[src/rtl/assert_macros.svh]
// ----------------------------------------------------------------------------
// Assertion macros
// Shared concurrent assertion forms, clocked on clk and disabled in reset.
// ----------------------------------------------------------------------------
`ifndef ASSERT_MACROS_SVH
`define ASSERT_MACROS_SVH

`ifndef NO_ASSERTIONS

// The consequent must hold in the same cycle as the antecedent.
`define ASSERT_IMPLY(lbl, ante, cons, msg) \
  lbl: assert property (@(posedge clk) disable iff (!rst_n) (ante) |-> (cons)) \
    else $error(msg);

// The consequent must hold in the cycle after the antecedent.
`define ASSERT_NEXT(lbl, ante, cons, msg) \
  lbl: assert property (@(posedge clk) disable iff (!rst_n) (ante) |=> (cons)) \
    else $error(msg);

`else

`define ASSERT_IMPLY(lbl, ante, cons, msg)
`define ASSERT_NEXT(lbl, ante, cons, msg)

`endif

`endif

[src/rtl/hrt_pkg.sv]
// ----------------------------------------------------------------------------
// HTTP request head tokenizer package
// Field codes, status codes and the result and run types shared by the block.
// ----------------------------------------------------------------------------
package hrt_pkg;

  // Field kinds, which double as the parse phase codes.
  localparam logic [2:0] KIND_METHOD  = 3'd0;
  localparam logic [2:0] KIND_URL     = 3'd1;
  localparam logic [2:0] KIND_VERSION = 3'd2;
  localparam logic [2:0] KIND_KEY     = 3'd3;
  localparam logic [2:0] KIND_VALUE   = 3'd4;

  localparam logic [1:0] ST_OK        = 2'd0;
  localparam logic [1:0] ST_NO_COLON  = 2'd1;
  localparam logic [1:0] ST_SHORT_REQ = 2'd2;

  localparam logic [7:0] CH_CR      = 8'h0D;
  localparam logic [7:0] CH_LF      = 8'h0A;
  localparam logic [7:0] CH_SPACE   = 8'h20;
  localparam logic [7:0] CH_PERCENT = 8'h25;
  localparam logic [7:0] CH_COLON   = 8'h3A;

  // Most results one input byte can cause.
  localparam int MAX_RES = 3;

  // Run queue between the front and the back.
  localparam int QDEPTH = 4;
  localparam int QPTR_W = $clog2(QDEPTH);
  localparam int QCNT_W = $clog2(QDEPTH + 1);

  typedef struct packed {
    logic [7:0] data;
    logic [2:0] kind;
    logic       byte_valid;
    logic       field_end;
    logic       request_done;
    logic [1:0] status;
  } res_t;

  // All results caused by one input byte, oldest in slot 0.
  typedef struct packed {
    res_t [MAX_RES-1:0] slot;
    logic [1:0]         count;
  } run_t;

  // Head of the run queue as seen by the back end.
  typedef struct packed {
    logic valid;
    run_t run;
  } head_t;

endpackage

[src/rtl/hrt_front.sv]
// ----------------------------------------------------------------------------
// HTTP tokenizer front end
// Holds the parse state, classifies each byte and builds its run of results.
// ----------------------------------------------------------------------------
module hrt_front import hrt_pkg::*; (
  input  logic       clk,
  input  logic       rst_n,
  input  logic       accept,
  input  logic [7:0] in_byte,
  output logic       enq,
  output run_t       run
);

  logic [2:0] phase_r, phase_nxt;
  logic [1:0] pstage_r, pstage_nxt;
  logic [3:0] hdig_r, hdig_nxt;
  logic       hlower_r, hlower_nxt;
  logic       hcr_r, hcr_nxt;
  logic       hcolon_r, hcolon_nxt;
  logic       lhb_r, lhb_nxt;

  logic       is_hex;
  logic [3:0] hex_val;
  logic [7:0] held_char;
  logic       handled;

  function automatic run_t run_put(run_t r, res_t x);
    run_t o;
    o = r;
    if (r.count < 2'(MAX_RES)) begin
      o.slot[r.count] = x;
      o.count = r.count + 2'd1;
    end
    return o;
  endfunction

  function automatic res_t mk_data(logic [7:0] b, logic [2:0] kind);
    res_t x;
    x.data = b;
    x.kind = kind;
    x.byte_valid = 1'b1;
    x.field_end = 1'b0;
    x.request_done = 1'b0;
    x.status = ST_OK;
    return x;
  endfunction

  function automatic res_t mk_end(logic [2:0] kind, logic [1:0] st);
    res_t x;
    x.data = 8'd0;
    x.kind = kind;
    x.byte_valid = 1'b0;
    x.field_end = 1'b1;
    x.request_done = 1'b0;
    x.status = st;
    return x;
  endfunction

  function automatic res_t mk_done();
    res_t x;
    x.data = 8'd0;
    x.kind = KIND_KEY;
    x.byte_valid = 1'b0;
    x.field_end = 1'b0;
    x.request_done = 1'b1;
    x.status = ST_OK;
    return x;
  endfunction

  always_comb begin
    is_hex = 1'b1;
    hex_val = 4'd0;
    if (in_byte >= 8'h30 && in_byte <= 8'h39) begin
      hex_val = 4'(in_byte - 8'h30);
    end else if (in_byte >= 8'h61 && in_byte <= 8'h66) begin
      hex_val = 4'(in_byte - 8'h61 + 8'd10);
    end else if (in_byte >= 8'h41 && in_byte <= 8'h46) begin
      hex_val = 4'(in_byte - 8'h41 + 8'd10);
    end else begin
      is_hex = 1'b0;
    end
  end

  // Held digit of a broken escape, restored in its original case.
  always_comb begin
    if (hdig_r < 4'd10) begin
      held_char = 8'h30 + {4'd0, hdig_r};
    end else begin
      held_char = (hlower_r ? 8'h61 : 8'h41) + {4'd0, hdig_r} - 8'd10;
    end
  end

  always_comb begin
    phase_nxt  = phase_r;
    pstage_nxt = pstage_r;
    hdig_nxt   = hdig_r;
    hlower_nxt = hlower_r;
    hcr_nxt    = hcr_r;
    hcolon_nxt = hcolon_r;
    lhb_nxt    = lhb_r;
    run        = '0;
    handled    = 1'b0;

    if (hcr_r && in_byte == CH_LF) begin
      // CRLF ends the line.
      unique case (phase_r)
        KIND_METHOD: begin
          if (lhb_r) begin
            run = run_put(run, mk_end(KIND_METHOD, ST_SHORT_REQ));
            phase_nxt = KIND_KEY;
          end
        end
        KIND_URL: begin
          run = run_put(run, mk_end(KIND_URL, ST_SHORT_REQ));
          phase_nxt = KIND_KEY;
        end
        KIND_VERSION: begin
          run = run_put(run, mk_end(KIND_VERSION, ST_OK));
          phase_nxt = KIND_KEY;
        end
        KIND_KEY: begin
          if (lhb_r) begin
            run = run_put(run, mk_end(KIND_KEY, ST_NO_COLON));
          end else begin
            run = run_put(run, mk_done());
            phase_nxt = KIND_METHOD;
          end
        end
        default: begin
          run = run_put(run, mk_end(KIND_VALUE, ST_OK));
          phase_nxt = KIND_KEY;
        end
      endcase
      lhb_nxt    = 1'b0;
      hcr_nxt    = 1'b0;
      hcolon_nxt = 1'b0;
      pstage_nxt = 2'd0;
    end else begin
      if (hcr_r) begin
        // A lone CR is field data.
        run = run_put(run, mk_data(CH_CR, (phase_r <= KIND_VALUE) ? phase_r : KIND_VALUE));
        lhb_nxt = 1'b1;
        hcr_nxt = 1'b0;
      end

      if (in_byte == CH_CR) begin
        if (phase_r == KIND_URL) begin
          if (pstage_nxt != 2'd0) begin
            run = run_put(run, mk_data(CH_PERCENT, KIND_URL));
          end
          if (pstage_nxt == 2'd2) begin
            run = run_put(run, mk_data(held_char, KIND_URL));
          end
          pstage_nxt = 2'd0;
        end
        if (phase_r == KIND_KEY && hcolon_nxt) begin
          run = run_put(run, mk_data(CH_COLON, KIND_KEY));
          hcolon_nxt = 1'b0;
        end
        hcr_nxt = 1'b1;
      end else begin
        lhb_nxt = 1'b1;
        unique case (phase_r)
          KIND_METHOD: begin
            if (in_byte == CH_SPACE) begin
              run = run_put(run, mk_end(KIND_METHOD, ST_OK));
              phase_nxt = KIND_URL;
            end else begin
              run = run_put(run, mk_data(in_byte, KIND_METHOD));
            end
          end
          KIND_URL: begin
            if (pstage_r == 2'd1 && is_hex) begin
              hdig_nxt   = hex_val;
              hlower_nxt = (in_byte >= 8'h61);
              pstage_nxt = 2'd2;
            end else if (pstage_r == 2'd2 && is_hex) begin
              run = run_put(run, mk_data({hdig_r, hex_val}, KIND_URL));
              pstage_nxt = 2'd0;
            end else begin
              // Anything else breaks a pending escape, which passes through.
              if (pstage_r != 2'd0) begin
                run = run_put(run, mk_data(CH_PERCENT, KIND_URL));
              end
              if (pstage_r == 2'd2) begin
                run = run_put(run, mk_data(held_char, KIND_URL));
              end
              pstage_nxt = 2'd0;
              if (in_byte == CH_PERCENT) begin
                pstage_nxt = 2'd1;
              end else if (in_byte == CH_SPACE) begin
                run = run_put(run, mk_end(KIND_URL, ST_OK));
                phase_nxt = KIND_VERSION;
              end else begin
                run = run_put(run, mk_data(in_byte, KIND_URL));
              end
            end
          end
          KIND_VERSION: begin
            run = run_put(run, mk_data(in_byte, KIND_VERSION));
          end
          KIND_KEY: begin
            if (hcolon_r) begin
              hcolon_nxt = 1'b0;
              if (in_byte == CH_SPACE) begin
                run = run_put(run, mk_end(KIND_KEY, ST_OK));
                phase_nxt = KIND_VALUE;
                handled = 1'b1;
              end else begin
                run = run_put(run, mk_data(CH_COLON, KIND_KEY));
              end
            end
            if (!handled) begin
              if (in_byte == CH_COLON) begin
                hcolon_nxt = 1'b1;
              end else begin
                run = run_put(run, mk_data(in_byte, KIND_KEY));
              end
            end
          end
          default: begin
            run = run_put(run, mk_data(in_byte, KIND_VALUE));
          end
        endcase
      end
    end
  end

  assign enq = accept && (run.count != 2'd0);

  always_ff @(posedge clk) begin
    if (!rst_n) begin
      phase_r  <= KIND_METHOD;
      pstage_r <= 2'd0;
      hdig_r   <= 4'd0;
      hlower_r <= 1'b0;
      hcr_r    <= 1'b0;
      hcolon_r <= 1'b0;
      lhb_r    <= 1'b0;
    end else if (accept) begin
      phase_r  <= phase_nxt;
      pstage_r <= pstage_nxt;
      hdig_r   <= hdig_nxt;
      hlower_r <= hlower_nxt;
      hcr_r    <= hcr_nxt;
      hcolon_r <= hcolon_nxt;
      lhb_r    <= lhb_nxt;
    end
  end

endmodule

[src/rtl/hrt_run_queue.sv]
// ----------------------------------------------------------------------------
// HTTP tokenizer run queue
// Short queue of result runs that decouples the front end from the back end.
// ----------------------------------------------------------------------------
module hrt_run_queue import hrt_pkg::*; (
  input  logic  clk,
  input  logic  rst_n,
  input  logic  enq,
  input  run_t  enq_run,
  input  logic  deq,
  output logic  full,
  output head_t head
);

  run_t              store_r [QDEPTH];
  logic [QPTR_W-1:0] wr_ptr_r, wr_ptr_nxt;
  logic [QPTR_W-1:0] rd_ptr_r, rd_ptr_nxt;
  logic [QCNT_W-1:0] count_r, count_nxt;

  assign full       = (count_r == QCNT_W'(QDEPTH));
  assign head.valid = (count_r != '0);
  assign head.run   = store_r[rd_ptr_r];

  always_comb begin
    wr_ptr_nxt = wr_ptr_r;
    rd_ptr_nxt = rd_ptr_r;
    count_nxt  = count_r;
    if (enq) begin
      wr_ptr_nxt = wr_ptr_r + 1'b1;
    end
    if (deq) begin
      rd_ptr_nxt = rd_ptr_r + 1'b1;
    end
    if (enq && !deq) begin
      count_nxt = count_r + 1'b1;
    end else if (!enq && deq) begin
      count_nxt = count_r - 1'b1;
    end
  end

  always_ff @(posedge clk) begin
    if (!rst_n) begin
      wr_ptr_r <= '0;
      rd_ptr_r <= '0;
      count_r  <= '0;
    end else begin
      wr_ptr_r <= wr_ptr_nxt;
      rd_ptr_r <= rd_ptr_nxt;
      count_r  <= count_nxt;
    end
  end

  always_ff @(posedge clk) begin
    if (enq) begin
      store_r[wr_ptr_r] <= enq_run;
    end
  end

endmodule

[src/rtl/hrt_back.sv]
// ----------------------------------------------------------------------------
// HTTP tokenizer back end
// Walks the head run one result at a time and presents it on the result port.
// ----------------------------------------------------------------------------
module hrt_back import hrt_pkg::*; (
  input  logic  clk,
  input  logic  rst_n,
  input  head_t head,
  input  logic  pop,
  output logic  deq,
  output logic  empty,
  output res_t  cur,
  output logic  last
);

  logic [1:0] idx_r, idx_nxt;
  logic       take;

  assign empty = !head.valid;
  assign cur   = head.run.slot[idx_r];
  assign last  = (idx_r == head.run.count - 2'd1);
  assign take  = pop && head.valid;
  assign deq   = take && last;

  always_comb begin
    idx_nxt = idx_r;
    if (take) begin
      idx_nxt = last ? 2'd0 : idx_r + 2'd1;
    end
  end

  always_ff @(posedge clk) begin
    if (!rst_n) begin
      idx_r <= 2'd0;
    end else begin
      idx_r <= idx_nxt;
    end
  end

endmodule

[src/rtl/http_request_head_tokenizer_core.sv]
// ----------------------------------------------------------------------------
// HTTP request head tokenizer
// Splits a request head into tagged method, URL, version, key and value bytes.
// ----------------------------------------------------------------------------
// One byte is taken per cycle whenever full is low; full rises only when all
// four entries of the run queue between the parser and the result port are
// occupied. Each byte yields zero to three results, which leave the result
// port one per cycle while pop is high, so the sustained rate is one byte per
// cycle for bytes with at most one result and is set by the result port, one
// result per pop, otherwise. A byte's run is registered behind older runs.
`include "assert_macros.svh"

module http_request_head_tokenizer_core import hrt_pkg::*; (
  input  logic       clk,
  input  logic       rst_n,
  input  logic       push,
  output logic       full,
  input  logic [7:0] in_byte,
  output logic       empty,
  input  logic       pop,
  output logic [7:0] out_byte,
  output logic [2:0] out_field_kind,
  output logic       out_byte_valid,
  output logic       out_field_end,
  output logic       out_request_done,
  output logic [1:0] out_parse_status,
  output logic       out_last_of_run
);

  logic  accept;
  logic  enq;
  run_t  run;
  logic  deq;
  head_t head;
  res_t  cur;

  assign accept = push && !full;

  hrt_front u_front (
    .clk     (clk),
    .rst_n   (rst_n),
    .accept  (accept),
    .in_byte (in_byte),
    .enq     (enq),
    .run     (run)
  );

  hrt_run_queue u_queue (
    .clk     (clk),
    .rst_n   (rst_n),
    .enq     (enq),
    .enq_run (run),
    .deq     (deq),
    .full    (full),
    .head    (head)
  );

  hrt_back u_back (
    .clk   (clk),
    .rst_n (rst_n),
    .head  (head),
    .pop   (pop),
    .deq   (deq),
    .empty (empty),
    .cur   (cur),
    .last  (out_last_of_run)
  );

  assign out_byte         = cur.data;
  assign out_field_kind   = cur.kind;
  assign out_byte_valid   = cur.byte_valid;
  assign out_field_end    = cur.field_end;
  assign out_request_done = cur.request_done;
  assign out_parse_status = cur.status;

  `ASSERT_IMPLY(a_marker_zero, !empty && !out_byte_valid, out_byte == 8'd0, "marker with data")
  `ASSERT_IMPLY(a_status_on_end, !empty && out_parse_status != ST_OK, out_field_end, "status off end")
  `ASSERT_IMPLY(a_done_form, !empty && out_request_done, out_field_kind == KIND_KEY && !out_field_end, "bad done marker")
  `ASSERT_NEXT(a_run_continues, pop && !empty && !out_last_of_run, !empty, "run cut short")

endmodule
[config.mk]
export PLATFORM = sky130hd
export DESIGN_NAME = http_request_head_tokenizer_core
export DESIGN_NICKNAME = d
export VERILOG_FILES = /design/src/rtl/hrt_pkg.sv /design/src/rtl/hrt_front.sv /design/src/rtl/hrt_run_queue.sv /design/src/rtl/hrt_back.sv /design/src/rtl/http_request_head_tokenizer_core.sv
export VERILOG_INCLUDE_DIRS = /design/src /design/src/rtl
export SDC_FILE = /design/constraint.sdc
export NUM_CORES = 1
export LEC_CHECK = 0
export ABC_AREA = 1
export CORE_MARGIN = 2
export CORE_UTILIZATION = 58
export CTS_CLUSTER_SIZE = 16
export DETAILED_ROUTE_END_ITERATION = 8
export DONT_BUFFER_PORTS = 1
export GPL_TIMING_DRIVEN = 1
export PLACE_DENSITY_LB_ADDON = 0.1
export SYNTH_ARGS = -nofsm -noshare
export SYNTH_HDL_FRONTEND = slang
export SYNTH_SLANG_ARGS = --single-unit
export TNS_END_PERCENT = 1
[constraint.sdc]
create_clock -name clk -period 4.3 [get_ports clk]
set_input_delay 0.645 -clock clk [delete_from_list [all_inputs] [get_ports clk]]
set_output_delay 0.645 -clock clk [all_outputs]
set_load 0.005 [all_outputs]
==> results of run 1 <==
## how the worst max path moves through the flow
stage                   startpoint                     to  cells past startpoint
2_1_floorplan        u_front.hcr_r  u_queue.store_r[0][0]                     15
3_3_place_gp            in_byte[1]     u_queue.count_r[2]                     21
3_5_place_dp            in_byte[1]     u_queue.count_r[1]                     22
4_1_cts        u_front.pstage_r[0]     u_queue.count_r[2]                     22
5_1_grt        u_front.pstage_r[1]     u_queue.count_r[2]                     24
6_report       u_front.pstage_r[0]     u_queue.count_r[1]                     24
## kinds of logic after synthesis
kind of cell	after synthesis
AOI/OAI and AO/OA	337
DFF	196
buffers and inverters	170
adders and majority gates	17
and+or+nand+nor	445
xor gates and xnor gates	3
## state kept, by name, summed over array words and instances (netlist names), named ones only
signal and flops:
u_queue.count_r 3, u_back.idx_r 2, u_front.hcr_r 1, u_front.hcolon_r 1, u_front.hdig_r 4, u_queue.wr_ptr_r 2, u_front.pstage_r 2, u_front.hlower_r 1
u_queue.rd_ptr_r 2, u_queue.store_r 172, u_front.lhb_r 1, u_front.phase_r 3
## per-stage QoR
stage	worst slack, ns	total power, uW	setup TNS [ns]	std cells
floorplan	-0.394	3790	-67.71	1168
global placement	0.555	4370	0	1363
detailed placement	0.449	4380	0	1363
CTS	0.649	5950	0	1395
global route	0.267	6250	0	1395
finish	0.609	5970	0	1395
## cell usage in the layout, fill, tap and decap left out, types with 3 or more instances in the layout
| master | instances |
|---|---|
| nand2_1 | 173 |
| edfxtp_1 | 172 |
| nor2_1 | 164 |
| o21ai_0 | 148 |
| inv_1 | 98 |
| a21oi_1 | 72 |
| o22ai_1 | 59 |
| nand3_1 | 41 |
| dfxtp_1 | 23 |
| inv_2 | 20 |
| nor3_1 | 20 |
| clkbuf_16 | 17 |
| o21ai_1 | 16 |
| ha_1 | 16 |
| buf_4 | 14 |
| a31oi_1 | 13 |
| nor2_4 | 9 |
| nand4_1 | 8 |
| nand2_2 | 7 |
| nor2_2 | 6 |
| nand3_2 | 5 |
| nand2_4 | 5 |
| buf_12 | 5 |
| o31ai_1 | 4 |
| a211oi_1 | 4 |
| clkinv_8 | 4 |
| inv_8 | 4 |
| nor3_4 | 3 |
| xor2_1 | 3 |
| a22oi_1 | 3 |
| clkinv_4 | 3 |
## routing by layer
layer / wire length, um / vias up / global-route usage [%]
met3: 3340 / 153 / 7.57
met1: 12700 / 4170 / 46.6
met5: 0 / - / 0
met2: 14500 / 608 / 53.5
li1: - / 4076 / -
met4: 1820 / 0 / 18.0
## power groups by stage
stage / registers, uW / logic (uW) / clock network (uW)
2_1_floorplan: 2580 / 1210 / 0
4_1_cts: 2550 / 1800 / 1600
3_5_place_dp: 2590 / 1790 / 0
6_report: 2550 / 1840 / 1580
5_1_grt: 2570 / 2000 / 1670
3_3_place_gp: 2580 / 1790 / 0
## final cells by class
| type | count | area, sq um | area share [%] |
|---|---|---|---|
| Clock buffer | 17 | 425 | 3.76 |
| Timing Repair Buffer | 19 | 205 | 1.81 |
| Clock inverter | 15 | 178 | 1.57 |
| Inverter | 121 | 455 | 4.02 |
| Tap cell | 225 | 282 | 2.49 |
| Multi-Input combinational cell | 802 | 4130 | 36.5 |
| Sequential cell | 196 | 5650 | 49.9 |
==> reports/qor.csv, run 1 <==
metric;value;unit
period_share;85.8;%
clock_path_buffers;2;
hold_viol;0;
fmax;0.271;GHz
synth_fa_ha_area_share;2.12;%
hold_class;primary input to flip-flop;
utilization;65.0;%
run_status;finished clean;
drive_gt1_share;9.66;%
synth_most_common_cell;nand2_1;
cts-hold-fix-buffers;0;
path_buf_inv;6;
yosysTopAreaCellShare;49.7;%
path_clk_slew;0.09;ns
synth_top_family_by_area;simple AND/OR/NAND/NOR gates;
synth-simple-area-share;18.9;%
post-synth-top-area-cell;edfxtp_1;
worstPathArrival;4.02;ns
ys_seq_elements;196;
htreeDepth;4;
crit_path_start_kind;flip-flop;
swShare;37.1;%
slowest_delay;0.40;ns
vias;9007;
avgRoutedWirePerCell;23.2;um
post_cts_buffers;0;
worst_hold_path.num_cells;2;
period_minus_slack;3.69;ns
syn-cell-area;10400;sq um
die_x;138;um
ctsResizeCount;0;
antenna_found_initial;0;
setup-violations-final;0;
synthToLayoutAreaGrowth;8.86;%
power_per_cell_area;527;nW/um^2
worstPathCellList;nor2_1 > inv_1 > ha_1 > inv_1 > nand3_1 > inv_1 > nand2_1 > nand2_1 > inv_1 > nand2_1 > nand2_1 > nand2_1 > nand2_1 > nand2_1 > nand2_1 > nand2_1 > nand2_2 > nand2_1 > inv_1 > ha_1 > inv_1 > fa_1 > o21ai_0 > a21oi_1;
dr.pass1.iters;6;
maxCapViolations;0;
synth_compound_area_share;18.1;%
yosysWarnings;0;
critPathRequiredTime;4.63;ns
initial_core_util;59.7;%
seqPwrFrac;42.7;%
yosys.cell_types.count;49;
cp_slowest_cell;fa_1;
initialDrtViolationCount;1309;
clk_latency;0.44;ns
cp_max_fo;5;
final_max_slew_viol_count;0;
synth_area_leaders;edfxtp_1 (50%), o21ai_0 (7.1%), nand2_1 (6.2%), nor2_1 (6.1%), dfxtp_1 (4.6%);
diodes;0;
clock-sinks;196;
cellInternalPower;3750;uW
syn_area_per_cell;8.90;sq um
grt_use_total;34.8;%
port_buffers;0;
async_reset_ff_share;0;%
cp_top_family;simple AND/OR/NAND/NOR gates;
synth_fp_nets;1197;
synthTopCellsByCount;nand2_1 (173), edfxtp_1 (172), nor2_1 (168);
leakagePower;0.00431;uW
worst_pin_slew;0.972;ns
path_class;flip-flop to flip-flop;
cpMostUsedCell;nand2_1;
combPwrFrac;30.8;%
hpwl;22500;um
hp-start;rst_n;
place_area;10700;sq um
slew_headroom;34.7;%
min_to;u_back.idx_r[0];
p_sw;2220;uW
nNetsFinal;1186;
endpoint_kind;flip-flop;
grt_max_degree;83;
rsz0062_at_grt;false;
die_h;138;um
skew;0.0192;ns
ys_seq_area_share;54.3;%
grt_pass1_wl;48100;um
yosys-mux-area-fraction;0;%
drt-total-wl;32300;um
viasPerCell;6.46;
gp_congestion;1.10;
root_buffer;clkbuf_16;
n_fill_cell;1393;
hold-worst-slack;0.319;ns
grt_pass1_vias;8250;
ios;31;
r2r-start;u_front.pstage_r[0];
max-vdd-ir-drop;0.349;mV
ant_nets;0;
grt_overflow_total;0;
r2r_end;u_queue.count_r[1];
core_area;17400;sq um
regToRegSetupSlack;0.61;ns
p_clk_share;26.5;%
synth_cells;1168;
synth_edf_count;172;
tritoncts;done;
synthXorXnorAreaFrac;0.253;%
cts-buffers-inserted;17;
ys.flop_type;edfxtp_1;
drc;0;
r2r_cells;24;
final_area;11300;sq um
num_rows;48;
dieArea;19000;sq um
Note: power is estimated with default switching activity, not from simulation.
==> inputs of run 2 (changes only) <==
--- a/config.mk
+++ b/config.mk
@@ -7,6 +7,7 @@
 export NUM_CORES = 1
 export LEC_CHECK = 0
 export ABC_AREA = 1
+export CORE_ASPECT_RATIO = 0.6
 export CORE_MARGIN = 2
 export CORE_UTILIZATION = 58
 export CTS_CLUSTER_SIZE = 16
==> run 2 against run 1 <==
  * Hold slack got worse by 0.0025 ns
  * Highest routed layer is now met5
  * Cell area fell by 0.45%
  * Largest power group unchanged
  * Non-clock buffer count rose by 6
  * Via count rose by 1.2%
  * Critical path depth fell by 2
  * Sequential power barely moved
==> reports/qor.csv, run 2 (synthesis results as in run 1) <==
metric;value;unit
htreeDepth;4;
wl_met3;5050;um
grt_pass1_vias;8644;
leakagePower;0.00429;uW
r2r-start;u_front.pstage_r[0];
reg_top3;u_queue.store_r: 172 flops, u_front.hdig_r: 4 flops;
gp_congestion;1.12;
period_minus_slack;3.65;ns
grt_overflow_total;0;
grt_max_degree;75;
dr.pass1.iters;7;
worst_pin_slew;0.988;ns
post_cts_buffers;0;
crit_start;u_front.pstage_r[0];
setup_slack;0.648;ns
fmax;0.274;GHz
setup-violations-final;0;
drc;0;
cts-buffers-inserted;17;
routed.top_layer;met5;
m1WireLength;14600;um
diodes;0;
antenna_found_initial;0;
worstPathArrival;4.02;ns
ctsResizeCount;0;
vias;9119;
avgRoutedWirePerCell;24.7;um
die_h;108;um
cp_slowest_cell;fa_1;
nNetsFinal;1192;
initialDrtViolationCount;1435;
crit_path_start_kind;flip-flop;
hpwl;24400;um
num_rows;37;
hold_class;primary input to flip-flop;
final_area;11300;sq um
period_share;84.9;%
power_per_cell_area;521;nW/um^2
final_common_cell;nand2_1;
core_area;17400;sq um
drive_gt1_share;9.70;%
ant_nets;0;
skew;0.0109;ns
max-vdd-ir-drop;0.342;mV
die_x;177;um
place_area;10700;sq um
clock-sinks;196;
slowest_delay;0.43;ns
maxCapViolations;0;
viasPerCell;6.47;
top_register;u_queue.store_r;
largest_reg_flops;172;
cts-hold-fix-buffers;0;
cp_max_fo;5;
path_class;flip-flop to flip-flop;
root_buffer;clkbuf_16;
clock_path_buffers;2;
dieArea;19000;sq um
rsz0062_at_grt;false;
mostFrequentLayoutCells;nand2_1 (173), edfxtp_1 (172), nor2_1 (163);
clk_latency;0.44;ns
worstPathCellList;nor2_1 > inv_1 > ha_1 > inv_1 > nand2_1 > nand2_1 > a21boi_2 > nand2_1 > nand2_1 > o21ai_2 > o21bai_2 > nand2_2 > nand2_1 > inv_1 > ha_1 > inv_1 > fa_1 > nor2_1 > nor2_1 > nand2_1 > o21ai_0 > a21oi_1;
drt-total-wl;34800;um
hp-start;rst_n;
synthToLayoutAreaGrowth;8.36;%
initial_core_util;59.9;%
grt_pass1_wl;52000;um
wl_met2;14300;um
endpoint_kind;flip-flop;
final_max_slew_viol_count;0;
slew_headroom;33.6;%
grt_use_total;37.7;%
path_clk_slew;0.07;ns
cpMostUsedCell;nand2_1;
utilization;64.9;%
hold_viol;0;
tritoncts;done;
critPathRequiredTime;4.67;ns
run_status;finished clean;
dp_slack;0.641;ns
port_buffers;0;
ios;31;
## run 2: cell types whose count changed in the layout (fill, tap and decap cells not counted)
cell,delta
clkinv_8,-4
clkinv_1,+1
a2111oi_1,-1
clkinv_2,+2
nor2_1,-1
nor2_2,+1
inv_12,-1
a2111oi_0,+1
inv_8,-2
clkbuf_1,+4
buf_12,-2
inv_6,-1
buf_4,+8
## run 2: final cells by class
| cell class | count | area, sq um |
|---|---|---|
| Tap cell | 234 | 293 |
| Sequential cell | 196 | 5650 |
| Clock buffer | 21 | 440 |
| Fill cell | 1440 | 6090 |
| Timing Repair Buffer | 25 | 225 |
| Inverter | 121 | 455 |
| Multi-Input combinational cell | 802 | 4130 |
| Clock inverter | 10 | 78.8 |
## run 2: critical path: cells and delay by family (launching register included)
| kind | cells | cell delay (ns) |
|---|---|---|
| fa+ha+maj | 3 | 0.93 |
| buf+inv | 4 | 0.35 |
| compound gates | 5 | 0.76 |
| flops | 1 | 0.36 |
| simple gates | 10 | 1.16 |
## run 2: power breakdown
part           leakage [uW]  switching (uW)  total [uW]  internal, uW
Combinational       0.00223            1350        1840           491
Sequential          0.00181             119        2580          2460
Clock              0.000253             709        1450           745
## run 2: final timing paths
kind              slack [ns]             endpoint  depth (start not counted)
hold / removal          0.32  u_queue.wr_ptr_r[1]                          2
hold reg to reg         0.47            flip-flop                          2
setup / recovery        0.65   u_queue.count_r[2]                         22
setup reg to reg        0.65   u_queue.count_r[2]                         22
## run 2: stage by stage
stage / instances / total power, uW / hold WS (ns) / TNS (ns)
floorplan: 1168 / 3790 / 0.441 / -67.71
global placement: 1378 / 4370 / 0.450 / 0
detailed placement: 1378 / 4400 / 0.453 / 0
CTS: 1409 / 5830 / 0.309 / 0
global route: 1409 / 6140 / 0.312 / 0
finish: 1409 / 5870 / 0.317 / 0
## run 2: per-layer routing
metal  track usage, %  vias to the layer above
met5             3.61                        -
met4             10.8                        2
met3             16.0                       86
met2             53.0                      633
met1             52.9                     4318
li1                 -                     4080
==> inputs of run 3 (changes only) <==
--- a/config.mk
+++ b/config.mk
@@ -6,7 +6,7 @@
 export SDC_FILE = /design/constraint.sdc
 export NUM_CORES = 1
 export LEC_CHECK = 0
-export ABC_AREA = 1
+export ABC_AREA = 0
 export CORE_ASPECT_RATIO = 0.6
 export CORE_MARGIN = 2
 export CORE_UTILIZATION = 58
==> constraint.sdc (replaced) <==
create_clock -name clk -period 3.09 [get_ports clk]
set_input_delay 0.4635 -clock clk [delete_from_list [all_inputs] [get_ports clk]]
set_output_delay 0.4635 -clock clk [all_outputs]
set_load 0.005 [all_outputs]
==> run 3 against run 2 <==
  * Via count decreased by 9.4%
  * Largest power group unchanged
  * Clock skew increased by 0.0038 ns
  * Cell count decreased by 16%
  * Die area decreased by 0.65%
  * Non-clock buffer count increased by 89
  * Worst setup slack got worse by 0.50 ns
  * Sequential cell count unchanged
  * Cell area increased by 6.1%
  * Total power increased by 14%
  * Fmax increased by 24%
  * Clock-buffer cell count increased by 2
  * Register-to-register slack got worse by 0.50 ns
==> reports/qor.csv, run 3 <==
metric;value;unit
ys_seq_area_share;54.7;%
ant_nets;0;
cts-buffers-inserted;17;
clock-sinks;196;
worstPathCellList;or2_4 > ha_2 > a21oi_1 > a2111oi_4 > o31ai_2 > a21boi_4 > ha_4 > inv_2 > fa_2 > xor2_1 > or3_1 > a21boi_1;
drive_gt1_share;23.7;%
antenna_found_initial;0;
grt_pass1_wl;49500;um
cellInternalPower;4900;uW
register_area;5650;sq um
r2r-start;u_front.pstage_r[1];
grt_use_total;36.5;%
final_max_slew_viol_count;0;
synth_cells;864;
hpwl;23300;um
reg_top3;u_queue.store_r: 172 flops, u_front.hdig_r: 4 flops;
syn_area_per_cell;12.0;sq um
worst_pin_slew;0.851;ns
die_x;176;um
hold_class;primary input to flip-flop;
synth_most_common_cell;edfxtp_1;
n_fill_cell;1205;
m1WireLength;13200;um
gp_congestion;0.982;
wl_met3;4250;um
power_per_cell_area;563;nW/um^2
cp_slowest_cell;a2111oi_4;
diodes;0;
p_sw;1820;uW
grt_overflow_total;0;
mostFrequentLayoutCells;edfxtp_1 (172), buf_4 (108), nand2_1 (71);
hp-start;rst_n;
cp_max_fo;5;
drt-total-wl;33300;um
max-vdd-ir-drop;0.423;mV
critPathRequiredTime;3.46;ns
core_area;17300;sq um
initial_core_util;59.8;%
root_buffer;clkbuf_16;
crit_start;u_front.pstage_r[1];
endpoint_kind;flip-flop;
ys.flop_type;edfxtp_1;
clock_path_buffers;2;
path_clk_slew;0.07;ns
path_class;flip-flop to flip-flop;
leakagePower;0.00422;uW
period_minus_slack;2.94;ns
crit_path_start_kind;flip-flop;
combPwrFrac;20.6;%
period_share;95.1;%
drc;0;
yosysTopAreaCellShare;50.0;%
dieArea;18900;sq um
slew_headroom;43.3;%
grt_max_degree;44;
dr.pass1.iters;8;
yosys.cell_types.count;71;
port_buffers;0;
htreeDepth;4;
worstPathArrival;3.31;ns
dp_slack;-0.136;ns
skew;0.0148;ns
p_clk_share;31.0;%
initialDrtViolationCount;1371;
largest_reg_flops;172;
synth_fp_nets;893;
setup_slack;0.150;ns
hold_viol;0;
yosysWarnings;0;
die_h;107;um
tns;0;ns
synth_edf_count;172;
synth_area_leaders;edfxtp_1 (50%), mux4_2 (9.4%), dfxtp_1 (4.7%), a21oi_1 (3.0%), o21ai_0 (2.7%);
seqPwrFrac;48.4;%
clk_latency;0.44;ns
avgRoutedWirePerCell;28.2;um
synthTopCellsByCount;edfxtp_1 (172), nand2_1 (71), a21oi_1 (61);
vias;8263;
swShare;27.1;%
top_register;u_queue.store_r;
grt_pass1_vias;7973;
rsz0062_at_grt;false;
fmax;0.340;GHz
maxCapViolations;0;
tritoncts;done;
post-synth-top-area-cell;edfxtp_1;
slowest_delay;0.40;ns
num_rows;37;
ys_seq_elements;196;
power;6720;uW
run_status;finished clean;
viasPerCell;7.00;
nNetsFinal;963;
synthToLayoutAreaGrowth;15.7;%
syn-cell-area;10300;sq um
ios;31;
final_common_cell;edfxtp_1;
setup-violations-final;0;
post_cts_buffers;0;
async_reset_ff_share;0;%
routed.top_layer;met5;
multi_input_area;4430;sq um
wl_met2;15000;um
==> run 3: cell types whose count changed after synthesis, sizes merged, moves of 14 or more <==
cell	change
nand3	-27
o22ai	-37
o21ai	-108
nor2b	+14
nor2	-127
mux4	+43
nand2	-114
inv	-90
and2	+19
mux2i	+23
==> run 3: stage by stage <==
stage	util, %	hold slack (ns)	std cells	area [sq um]
2_1_floorplan	-	0.468	864	10500
6_report	69.2	0.149	1181	12000
4_1_cts	69.1	0.143	1181	11900
5_1_grt	69.2	0.144	1181	12000
3_3_place_gp	65.9	0.478	1149	11400
3_5_place_dp	65.9	0.494	1149	11400
==> run 3: cell type report <==
cell class | instances | area share, %
sequential | 196 | 47.3
tap | 234 | 2.45
inverter | 28 | 0.879
timing repair buffer | 114 | 7.72
clock buffer | 23 | 4.00
multi-input combinational | 577 | 37.1
clock inverter | 9 | 0.607
==> run 3: path summary, 6_finish.rpt <==
kind	to	slack, ns	depth (start not counted)
min reg2reg	u_front.hdig_r[0]	0.52	1
max reg2reg	u_queue.count_r[2]	0.15	12
min	u_front.hcr_r	0.15	1
max	u_queue.count_r[2]	0.15	12
==> run 3: cell families after synthesis <==
| family | count (synthesis) | share of synthesized area (%) |
|---|---|---|
| simple gates | 245 | 12.2 |
| fa+ha+maj | 17 | 2.13 |
| flops | 196 | 54.7 |
| mux | 66 | 11.6 |
| compound gates | 239 | 15.0 |
| buf+inv | 91 | 3.54 |
| xor+xnor | 10 | 0.848 |
==> run 3: power by group through the flow <==
stage | Combinational, uW | Clock, uW | Sequential [uW]
finish | 1380 | 2090 | 3250
global route | 1490 | 2200 | 3270
CTS | 1390 | 2100 | 3250
detailed placement | 1380 | 0 | 3300
global placement | 1330 | 0 | 3260
floorplan | 1030 | 0 | 3250
==> run 3: per-layer routing <==
| layer | global-route usage [%] | vias up |
|---|---|---|
| li1 | - | 3469 |
| met1 | 50.8 | 4082 |
| met2 | 56.7 | 612 |
| met3 | 9.92 | 98 |
| met4 | 9.92 | 2 |
| met5 | 3.89 | - |
==> run 3: critical path, delay by kind of cell (launching register included) <==
family,cells,cell delay (ns)
xor+xnor,1,0.15
simple gates,2,0.55
fa+ha+maj,3,0.86
flops,1,0.32
buf+inv,1,0.03
compound gates,5,0.94
==> run 3: repair_timing <==
| item | in CTS | in global routing |
|---|---|---|
| endpoints found under the setup margin | 0 | 8 |
| hold buffers | 0 | 0 |
| gates resized for setup | 0 | 5 |
